$ cat config.mk
export PLATFORM = sky130hd
export DESIGN_NAME = fan_tach_frequency_calc_core
export DESIGN_NICKNAME = d
export VERILOG_FILES = /design/src/ftc_pkg.sv /design/src/ftc_lane.sv /design/src/ftc_merge.sv /design/src/ftc_avg_div.sv /design/src/ftc_freq_div.sv /design/src/fan_tach_frequency_calc_core.sv
export SDC_FILE = /design/constraint.sdc
export NUM_CORES = 1
export LEC_CHECK = 0
export BUFFER_PORTS_ARGS = -buffer_cell sky130_fd_sc_hd__buf_2
export CORE_MARGIN = 4
export CORE_UTILIZATION = 40
export DETAILED_ROUTE_END_ITERATION = 8
export GPL_TIMING_DRIVEN = 0
export PLACE_DENSITY = 0.64
export SYNTH_ARGS = -nofsm -noshare
export SYNTH_HDL_FRONTEND = slang
export SYNTH_SLANG_ARGS = --single-unit
$ cat constraint.sdc
create_clock -name i_clk -period 9.7 [get_ports i_clk]
set_clock_uncertainty 0.2 [all_clocks]
set_input_delay 0.97 -clock i_clk [delete_from_list [all_inputs] [get_ports i_clk]]
set_output_delay 0.97 -clock i_clk [all_outputs]
set_load 0.02 [all_outputs]
$ cat src/ftc_pkg.sv
// Shared types and constants for the fan tach frequency calculator
`timescale 1ns / 1ps
package ftc_pkg;

    localparam int NUM_CAPTURES = 4;
    localparam int PERIOD_W     = 32;
    localparam int CLOCK_W      = 28;
    localparam int FRAC_SHIFT   = 14;
    localparam int FREQ_W       = CLOCK_W + FRAC_SHIFT;
    localparam int SAMPLE_W     = 3;
    localparam int CNT_W        = $clog2(NUM_CAPTURES + 1);
    localparam int SUM_W        = PERIOD_W + $clog2(NUM_CAPTURES);
    localparam int Q2_W         = SUM_W + 2;
    localparam int AVG_W        = PERIOD_W + 2;

    localparam int AVG_DIG      = 4;
    localparam int AVG_STEPS    = (Q2_W + AVG_DIG - 1) / AVG_DIG;
    localparam int AVG_PAD_W    = AVG_STEPS * AVG_DIG;
    localparam int AVG_STEP_W   = $clog2(AVG_STEPS + 1);
    localparam int AVG_REM_W    = CNT_W + 1;

    localparam int FREQ_STEP_W  = $clog2(FREQ_W + 1);
    localparam int FREQ_REM_W   = AVG_W + 1;

    localparam int CFG_W        = 32;
    localparam int CFG_IDX_W    = 1;
    localparam logic [CFG_IDX_W-1:0] CFG_CAPTURE_LIMIT = CFG_IDX_W'(0);
    localparam logic [CFG_IDX_W-1:0] CFG_CLOCK_HZ      = CFG_IDX_W'(1);

    localparam logic [PERIOD_W-1:0] LIMIT_RESET = 32'd80740352;
    localparam logic [CLOCK_W-1:0]  CLOCK_RESET = 28'd80000000;

    typedef enum logic [1:0] {
        ST_VALID     = 2'd0,
        ST_OVERFLOW  = 2'd1,
        ST_NO_SAMPLE = 2'd2
    } t_status;

    typedef struct packed {
        logic                counter_overflow;
        logic                valid_0;
        logic                valid_1;
        logic                valid_2;
        logic                valid_3;
        logic [PERIOD_W-1:0] period_0;
        logic [PERIOD_W-1:0] period_1;
        logic [PERIOD_W-1:0] period_2;
        logic [PERIOD_W-1:0] period_3;
    } t_in_req;

    typedef struct packed {
        logic [FREQ_W-1:0]   frequency_q12;
        t_status             status;
        logic [SAMPLE_W-1:0] sample_count;
    } t_res;

    typedef struct packed {
        logic             ovf;
        logic [SUM_W-1:0] sum;
        logic [CNT_W-1:0] count;
    } t_merge;

    typedef struct packed {
        logic             ovf;
        logic [AVG_W-1:0] avg;
        logic [CNT_W-1:0] count;
    } t_avg;

endpackage

$ cat src/ftc_lane.sv
// One capture lane: qualifies a reading against the limit and registers it
`timescale 1ns / 1ps
module ftc_lane (
    input  logic                         i_clk,
    input  logic                         i_load,
    input  logic                         i_valid_bit,
    input  logic [ftc_pkg::PERIOD_W-1:0] i_period,
    input  logic [ftc_pkg::PERIOD_W-1:0] i_limit,
    output logic                         o_used,
    output logic [ftc_pkg::PERIOD_W-1:0] o_period
);
    import ftc_pkg::*;

    logic                r_used;
    logic [PERIOD_W-1:0] r_period;
    logic                w_hit;

    assign w_hit = i_valid_bit && (i_period < i_limit);

    always_ff @(posedge i_clk) begin
        if (i_load) begin
            r_used   <= w_hit;
            r_period <= w_hit ? i_period : '0;
        end
    end

    assign o_used   = r_used;
    assign o_period = r_period;

endmodule

$ cat src/ftc_merge.sv
// Merge stage: sums the lane periods and counts the used lanes
`timescale 1ns / 1ps
module ftc_merge (
    input  logic                                                 i_clk,
    input  logic                                                 i_rst_n,
    input  logic                                                 i_valid,
    output logic                                                 o_ready,
    input  logic                                                 i_ovf,
    input  logic [ftc_pkg::NUM_CAPTURES-1:0]                     i_used,
    input  logic [ftc_pkg::NUM_CAPTURES-1:0][ftc_pkg::PERIOD_W-1:0] i_period,
    output logic                                                 o_valid,
    input  logic                                                 i_ready,
    output ftc_pkg::t_merge                                      o_data
);
    import ftc_pkg::*;

    logic             r_valid;
    t_merge           r_data;
    logic [SUM_W-1:0] n_sum;
    logic [CNT_W-1:0] n_count;

    assign o_ready = !r_valid || i_ready;

    always_comb begin
        n_sum   = '0;
        n_count = '0;
        for (int k = 0; k < NUM_CAPTURES; k++) begin
            n_sum   = n_sum + SUM_W'(i_period[k]);
            n_count = n_count + CNT_W'(i_used[k]);
        end
    end

    always_ff @(posedge i_clk) begin
        if (!i_rst_n) begin
            r_valid <= 1'b0;
        end else if (o_ready) begin
            r_valid <= i_valid;
        end
    end

    always_ff @(posedge i_clk) begin
        if (o_ready && i_valid) begin
            r_data.ovf   <= i_ovf;
            r_data.sum   <= n_sum;
            r_data.count <= n_count;
        end
    end

    assign o_valid = r_valid;
    assign o_data  = r_data;

endmodule

$ cat src/ftc_avg_div.sv
// Average divider: 4*sum / count, several quotient bits per cycle
`timescale 1ns / 1ps
module ftc_avg_div (
    input  logic            i_clk,
    input  logic            i_rst_n,
    input  logic            i_valid,
    output logic            o_ready,
    input  ftc_pkg::t_merge i_data,
    output logic            o_valid,
    input  logic            i_ready,
    output ftc_pkg::t_avg   o_data
);
    import ftc_pkg::*;

    logic                  r_busy;
    logic                  r_done;
    logic                  r_ovf;
    logic [CNT_W-1:0]      r_count;
    logic [CNT_W-1:0]      r_div;
    logic [AVG_REM_W-1:0]  r_rem;
    logic [AVG_PAD_W-1:0]  r_quo;
    logic [AVG_STEP_W-1:0] r_step;
    logic [AVG_REM_W-1:0]  n_rem;
    logic [AVG_PAD_W-1:0]  n_quo;
    logic                  w_accept;
    logic                  w_skip;

    assign o_ready  = !r_busy && (!r_done || i_ready);
    assign w_accept = i_valid && o_ready;
    assign w_skip   = i_data.ovf || (i_data.count == '0);

    always_comb begin
        logic [AVG_REM_W-1:0] rem;
        logic [AVG_PAD_W-1:0] quo;
        rem = r_rem;
        quo = r_quo;
        for (int k = 0; k < AVG_DIG; k++) begin
            rem = {rem[AVG_REM_W-2:0], quo[AVG_PAD_W-1]};
            quo = {quo[AVG_PAD_W-2:0], 1'b0};
            if (rem >= {1'b0, r_div}) begin
                rem    = rem - {1'b0, r_div};
                quo[0] = 1'b1;
            end
        end
        n_rem = rem;
        n_quo = quo;
    end

    always_ff @(posedge i_clk) begin
        if (!i_rst_n) begin
            r_busy <= 1'b0;
            r_done <= 1'b0;
        end else if (w_accept) begin
            r_busy <= !w_skip;
            r_done <= w_skip;
        end else if (r_busy && (r_step == '0)) begin
            r_busy <= 1'b0;
            r_done <= 1'b1;
        end else if (r_done && i_ready) begin
            r_done <= 1'b0;
        end
    end

    always_ff @(posedge i_clk) begin
        if (w_accept) begin
            r_ovf   <= i_data.ovf;
            r_count <= i_data.count;
            r_div   <= i_data.count;
            r_rem   <= '0;
            r_quo   <= w_skip ? '0 : AVG_PAD_W'({i_data.sum, 2'b00});
            r_step  <= AVG_STEP_W'(AVG_STEPS - 1);
        end else if (r_busy) begin
            r_rem  <= n_rem;
            r_quo  <= n_quo;
            r_step <= r_step - 1'b1;
        end
    end

    assign o_valid      = r_done;
    assign o_data.ovf   = r_ovf;
    assign o_data.avg   = r_quo[AVG_W-1:0];
    assign o_data.count = r_count;

endmodule

$ cat src/ftc_freq_div.sv
// Frequency divider: clock_hz*2^14 / avg_q2, one quotient bit per cycle
`timescale 1ns / 1ps
module ftc_freq_div (
    input  logic                        i_clk,
    input  logic                        i_rst_n,
    input  logic                        i_valid,
    output logic                        o_ready,
    input  ftc_pkg::t_avg               i_data,
    input  logic [ftc_pkg::CLOCK_W-1:0] i_clock_hz,
    output logic                        o_valid,
    input  logic                        i_ready,
    output ftc_pkg::t_res               o_res
);
    import ftc_pkg::*;

    logic                   r_busy;
    logic                   r_done;
    t_status                r_status;
    logic [CNT_W-1:0]       r_count;
    logic [AVG_W-1:0]       r_div;
    logic [FREQ_REM_W-1:0]  r_rem;
    logic [FREQ_W-1:0]      r_quo;
    logic [FREQ_STEP_W-1:0] r_step;
    logic [FREQ_REM_W-1:0]  w_shift;
    logic                   w_ge;
    logic                   w_accept;
    logic                   w_no_sample;
    logic                   w_skip;

    assign o_ready     = !r_busy && (!r_done || i_ready);
    assign w_accept    = i_valid && o_ready;
    assign w_no_sample = (i_data.count == '0) || (i_data.avg == '0);
    assign w_skip      = i_data.ovf || w_no_sample;

    assign w_shift = {r_rem[FREQ_REM_W-2:0], r_quo[FREQ_W-1]};
    assign w_ge    = w_shift >= {1'b0, r_div};

    always_ff @(posedge i_clk) begin
        if (!i_rst_n) begin
            r_busy <= 1'b0;
            r_done <= 1'b0;
        end else if (w_accept) begin
            r_busy <= !w_skip;
            r_done <= w_skip;
        end else if (r_busy && (r_step == '0)) begin
            r_busy <= 1'b0;
            r_done <= 1'b1;
        end else if (r_done && i_ready) begin
            r_done <= 1'b0;
        end
    end

    always_ff @(posedge i_clk) begin
        if (w_accept) begin
            r_div  <= i_data.avg;
            r_rem  <= '0;
            r_step <= FREQ_STEP_W'(FREQ_W - 1);
            if (i_data.ovf) begin
                r_status <= ST_OVERFLOW;
                r_count  <= '0;
                r_quo    <= '0;
            end else if (w_no_sample) begin
                r_status <= ST_NO_SAMPLE;
                r_count  <= i_data.count;
                r_quo    <= '0;
            end else begin
                r_status <= ST_VALID;
                r_count  <= i_data.count;
                r_quo    <= {i_clock_hz, FRAC_SHIFT'(0)};
            end
        end else if (r_busy) begin
            r_rem  <= w_ge ? (w_shift - {1'b0, r_div}) : w_shift;
            r_quo  <= {r_quo[FREQ_W-2:0], w_ge};
            r_step <= r_step - 1'b1;
        end
    end

    assign o_valid             = r_done;
    assign o_res.frequency_q12 = r_quo;
    assign o_res.status        = r_status;
    assign o_res.sample_count  = SAMPLE_W'(r_count);

`ifndef NO_ASSERTIONS
    a_ovf_zero: assert property (@(posedge i_clk) disable iff (!i_rst_n)
        (o_valid && (o_res.status == ST_OVERFLOW)) |->
        ((o_res.frequency_q12 == '0) && (o_res.sample_count == '0)))
        else $error("overflow result not zeroed");

    a_busy_done: assert property (@(posedge i_clk) disable iff (!i_rst_n)
        !(r_busy && r_done))
        else $error("divider busy while holding a result");

    a_finish: assert property (@(posedge i_clk) disable iff (!i_rst_n)
        (r_busy && (r_step == '0)) |=> (o_valid && (o_res.status == ST_VALID)))
        else $error("divide finished without a valid result");

    a_valid_count: assert property (@(posedge i_clk) disable iff (!i_rst_n)
        (o_valid && (o_res.status == ST_VALID)) |-> (r_count != '0))
        else $error("valid result with no samples");
`endif

endmodule

$ cat src/fan_tach_frequency_calc_core.sv
// Top level of the fan tach frequency calculator
`timescale 1ns / 1ps
// Each request is a snapshot of four capture readings plus an overflow flag; one
// result comes back per request, in order. The lanes and the merge stage take a
// new request every cycle unless the stage after them holds them back. Each divider
// works on one request at a time and takes no new one until it is done; the
// frequency divider resolves one quotient bit per cycle, so with the output taken
// promptly its loop sets the throughput. Overflow and no-sample requests skip the
// divide loop in each divider. Register writes are expected only while no request
// is in flight.
module fan_tach_frequency_calc_core (
    input  logic                          i_clk,
    input  logic                          i_rst_n,
    input  logic                          i_valid,
    output logic                          o_ready,
    input  ftc_pkg::t_in_req              i_req,
    output logic                          o_valid,
    input  logic                          i_ready,
    output ftc_pkg::t_res                 o_res,
    input  logic                          i_cfg_we,
    input  logic [ftc_pkg::CFG_IDX_W-1:0] i_cfg_idx,
    input  logic [ftc_pkg::CFG_W-1:0]     i_cfg_data
);
    import ftc_pkg::*;

    logic [PERIOD_W-1:0] r_limit;
    logic [CLOCK_W-1:0]  r_clock_hz;
    logic                r_a_valid;
    logic                r_a_ovf;
    logic                w_accept;

    logic [NUM_CAPTURES-1:0]               w_in_valid;
    logic [NUM_CAPTURES-1:0][PERIOD_W-1:0] w_in_period;
    logic [NUM_CAPTURES-1:0]               w_used;
    logic [NUM_CAPTURES-1:0][PERIOD_W-1:0] w_lane_period;

    logic   w_m_ready;
    logic   w_m_valid;
    t_merge w_m_data;
    logic   w_v_ready;
    logic   w_v_valid;
    t_avg   w_v_data;
    logic   w_f_ready;

    always_ff @(posedge i_clk) begin
        if (!i_rst_n) begin
            r_limit    <= LIMIT_RESET;
            r_clock_hz <= CLOCK_RESET;
        end else if (i_cfg_we) begin
            case (i_cfg_idx)
                CFG_CAPTURE_LIMIT: r_limit    <= i_cfg_data[PERIOD_W-1:0];
                CFG_CLOCK_HZ:      r_clock_hz <= i_cfg_data[CLOCK_W-1:0];
                default: ;
            endcase
        end
    end

    // snapshot fields into lane order
    assign w_in_valid  = {i_req.valid_3, i_req.valid_2, i_req.valid_1, i_req.valid_0};
    assign w_in_period = {i_req.period_3, i_req.period_2, i_req.period_1, i_req.period_0};

    assign o_ready  = !r_a_valid || w_m_ready;
    assign w_accept = i_valid && o_ready;

    always_ff @(posedge i_clk) begin
        if (!i_rst_n) begin
            r_a_valid <= 1'b0;
        end else if (o_ready) begin
            r_a_valid <= i_valid;
        end
    end

    always_ff @(posedge i_clk) begin
        if (w_accept) begin
            r_a_ovf <= i_req.counter_overflow;
        end
    end

    for (genvar g = 0; g < NUM_CAPTURES; g++) begin : g_lane
        ftc_lane u_lane (
            .i_clk       (i_clk),
            .i_load      (w_accept),
            .i_valid_bit (w_in_valid[g]),
            .i_period    (w_in_period[g]),
            .i_limit     (r_limit),
            .o_used      (w_used[g]),
            .o_period    (w_lane_period[g])
        );
    end

    ftc_merge u_merge (
        .i_clk    (i_clk),
        .i_rst_n  (i_rst_n),
        .i_valid  (r_a_valid),
        .o_ready  (w_m_ready),
        .i_ovf    (r_a_ovf),
        .i_used   (w_used),
        .i_period (w_lane_period),
        .o_valid  (w_m_valid),
        .i_ready  (w_v_ready),
        .o_data   (w_m_data)
    );

    ftc_avg_div u_avg_div (
        .i_clk   (i_clk),
        .i_rst_n (i_rst_n),
        .i_valid (w_m_valid),
        .o_ready (w_v_ready),
        .i_data  (w_m_data),
        .o_valid (w_v_valid),
        .i_ready (w_f_ready),
        .o_data  (w_v_data)
    );

    ftc_freq_div u_freq_div (
        .i_clk      (i_clk),
        .i_rst_n    (i_rst_n),
        .i_valid    (w_v_valid),
        .o_ready    (w_f_ready),
        .i_data     (w_v_data),
        .i_clock_hz (r_clock_hz),
        .o_valid    (o_valid),
        .i_ready    (i_ready),
        .o_res      (o_res)
    );

endmodule
==> impl_metrics.csv <==
group,metric,value,unit
critical_path,worst_ep_arrival_time,6.45,ns
sta,tightest_slew,1.32,ns
cells_and_area,final_nets,3005,
clock_network,cts_tree,"done",
min_path,holdPathStages,0,
sta,slew_headroom,11.8,%
synthesis,yosysTopAreaCellShare,36.5,%
floorplan,start_util,40.6,%
grt,grt_max_degree,45,
synthesis,synth.most_common_cell,"edfxtp_1",
grt,track_usage,19.6,%
synthesis,yosys.area.top_type,"edfxtp_1",
clock_network,postCtsSetupBuffers,0,
synthesis,synth-seq-cells,405,
floorplan,die_y,253,um
placement,port_buffers,218,
clock_network,h-tree-depth,2,
placement,placed_area,26200,um2
drt,route.detailed.drc,0,
clock_network,numCtsBuffers,45,
critical_path,endpoint_kind,"flip-flop",
grt,grt-ovfl-total,0,
cells_and_area,drive_above_1_share,12.8,%
power_and_ir_drop,p_leak,11.8,nW
synthesis,synth_cells,2285,
floorplan,fp-row-count,89,
synthesis,synth_top_flop_cell,"edfxtp_1",
critical_path,cp_max_fo,7,
sta,worst_slack,3.48,ns
sta,rsz0062_at_grt,"no",
grt,grt_pass1_vias,18100,
drt,vias_per_cell,5.31,
synthesis,yosysWarnings,0,
drt,avgRoutedWirePerCell,19.0,um
drt,drtPass1Iterations,5,
cells_and_area,fin_area,27900,um2
clock_network,cts.sinks,405,
placement,gp_congestion,0.919,
cells_and_area,area_growth,16.0,%
sta,drv_slew,0,
min_path,min_path_type,"flip-flop to flip-flop",
drt,wirelength,64100,um
clock_network,cts_resized,0,
synthesis,synth.area.top_cells,"edfxtp_1, ha_1, dfxtp_1, and2_1, inv_1",
drt,num_vias,17900,
clock_network,clk_pin_slew,0.06,ns
synthesis,ys_seq_area_share,45.9,%
critical_path,cp-endpoint,"u_avg_div.r_rem[1]",
synthesis,async_flop_share,0,%
clock_network,worstSkewPairLatency,0.59,ns
critical_path,r2r_setup_slack,3.48,ns
drt,postRouteAntennaNets,0,
floorplan,core_area,59200,um2
sta,fin_crit,6.22,ns
placement,dp_hpwl,52000,um
sta,hold_viol,0,
critical_path,critPathKind,"flip-flop to flip-flop",
critical_path,reg2reg_to,"u_avg_div.r_rem[1]",
synthesis,synth_common_cells,"edfxtp_1, ha_1, inv_1, nand2_1, and2_1",
power_and_ir_drop,power,5.70,mW
clock_network,cts_buffer_depth,3,
outcome,status,"completed",
clock_network,cts_root_buffer,"clkbuf_16",
synthesis,syn_area_per_cell,10.5,um2
floorplan,die_area,64100,um2
clock_network,cts_hold_buf,0,
floorplan,ios,220,
run,cap_viol_max_count,0,
power_and_ir_drop,peakVddDrop,0.127,mV
grt,grt_first_pass_wirelength,98700,um
critical_path,cp.required,9.93,ns
sta,fin_crit_sh,64.1,%
synthesis,synth_area,24000,um2
synthesis,ys_types,76,
placement,place_ws,3.42,ns
synthesis,synth_edf_count,292,
grt,grt_antenna_before_repair,8,
power_and_ir_drop,power_density,204,nW/um2
critical_path,crit_start,"u_avg_div.r_count[1]",
sta,fmax,161,MHz
critical_path,cp-start-kind,"flip-flop",
synthesis,synth_fp_nets,2735,
drt,drt_iter0_drc,1064,
sta,setup_viol_count_final,0,
floorplan,die_w,253,um
critical_path,r2r_cells,24,
critical_path,worst_r2r_startpoint,"u_avg_div.r_count[1]",
## how the worst min path moves through the flow
| stage | start | endpoint |
|---|---|---|
| 6_report | r_a_ovf | u_merge.o_data[37] |
| 3_3_place_gp | r_a_ovf | u_merge.o_data[37] |
| 3_5_place_dp | r_a_ovf | u_merge.o_data[37] |
| 2_1_floorplan | r_a_ovf | u_merge.o_data[37] |
| 5_1_grt | r_a_ovf | u_merge.o_data[37] |
| 4_1_cts | r_a_ovf | u_merge.o_data[37] |
## per-layer routing
| layer | up-vias | global-route usage, % | share of wire, % |
|---|---|---|---|
| li1 | 8741 | - | - |
| met3 | 127 | 3.58 | 4.9 |
| met5 | - | 0 | 0.076 |
| met2 | 443 | 34.7 | 50 |
| met1 | 8562 | 23.9 | 41 |
| met4 | 8 | 7.50 | 4.0 |
## through the flow
stage               utilization, %  setup TNS (ns)  std cells  hold slack, ns
finish                        47.1               0       3369           0.228
detailed placement            44.3               0       3281           0.221
global route                  47.1               0       3364           0.241
CTS                           47.1               0       3364           0.235
floorplan                        -               0       2285           0.200
global placement              44.1         -203.04       3276           0.201
## cell usage in the layout (no fill, tap or decap), drive strengths merged, types with 38 or more instances in the layout
master	instances
buf	235
o21ai	98
dfxtp	113
fa	40
edfxtp	292
nor2	68
a21oi	124
a21boi	54
xnor2	55
a21o	84
and2	147
nand2	209
inv	243
a22o	79
xor2	38
clkbuf	109
ha	239
## critical path: stages (launching register included)
cell and delay, ns:
edfxtp_1 0.46, inv_1 0.23, fa_1 0.51, a21o_1 0.19
a21boi_1 0.31, mux2_2 0.40, ha_1 0.30, a21oi_1 0.14
o211ai_1 0.32, o21ai_0 0.49, inv_1 0.10, ha_1 0.28
nand2_1 0.06, nand2_1 0.05, a21oi_1 0.18, o21ai_2 0.14
nor2_1 0.11, a21oi_1 0.08, fa_1 0.45, a21o_1 0.18
a21oi_1 0.13, and2_1 0.13, clkbuf_1 0.26, mux2i_1 0.25
o22ai_1 0.10
## final cells by class
class / instances / area [um2]
fill: 5543 / 31400
multi-input combinational: 1571 / 11800
clock buffer: 50 / 1150
sequential: 405 / 11000
clock inverter: 33 / 489
antenna: 5 / 12.5
buffer: 71 / 299
timing repair buffer: 223 / 1190
tap: 773 / 967
inverter: 238 / 893
## logic make-up (layout without fill, tap and decap cells)
family	Yosys count	count (layout)	synth area share, %
AO/OA/AOI/OAI	571	571	16.5
XOR/XNOR	93	93	3.39
adder cells (fa/ha/maj)	279	279	15.8
buffers and inverters	309	615	4.96
flip-flops	405	405	45.9
multiplexers	8	8	0.343
other	0	5	0
AND/OR/NAND/NOR	620	620	13.2
## sequential cells by signal, indices dropped and copies added, names as in the netlist, 4 cells and up
register                cells
g_lane.u_lane.o_period    128
u_freq_div.r_quo           42
u_merge.o_data             38
u_avg_div.r_quo            36
u_freq_div.r_div           34
u_freq_div.r_rem           34
r_limit                    32
r_clock_hz                 28
u_freq_div.r_step           6
g_lane.u_lane.o_used        4
u_avg_div.r_step            4
## where the power goes
| group | leakage (nW) | internal [mW] | switching, mW |
|---|---|---|---|
| sequential | 3.76 | 2.08 | 0.0961 |
| clock | 0.793 | 1.16 | 0.733 |
| combinational | 7.29 | 0.688 | 0.939 |
| total | 11.8 | 3.93 | 1.77 |
Note: power is estimated with default switching activity, not from simulation.
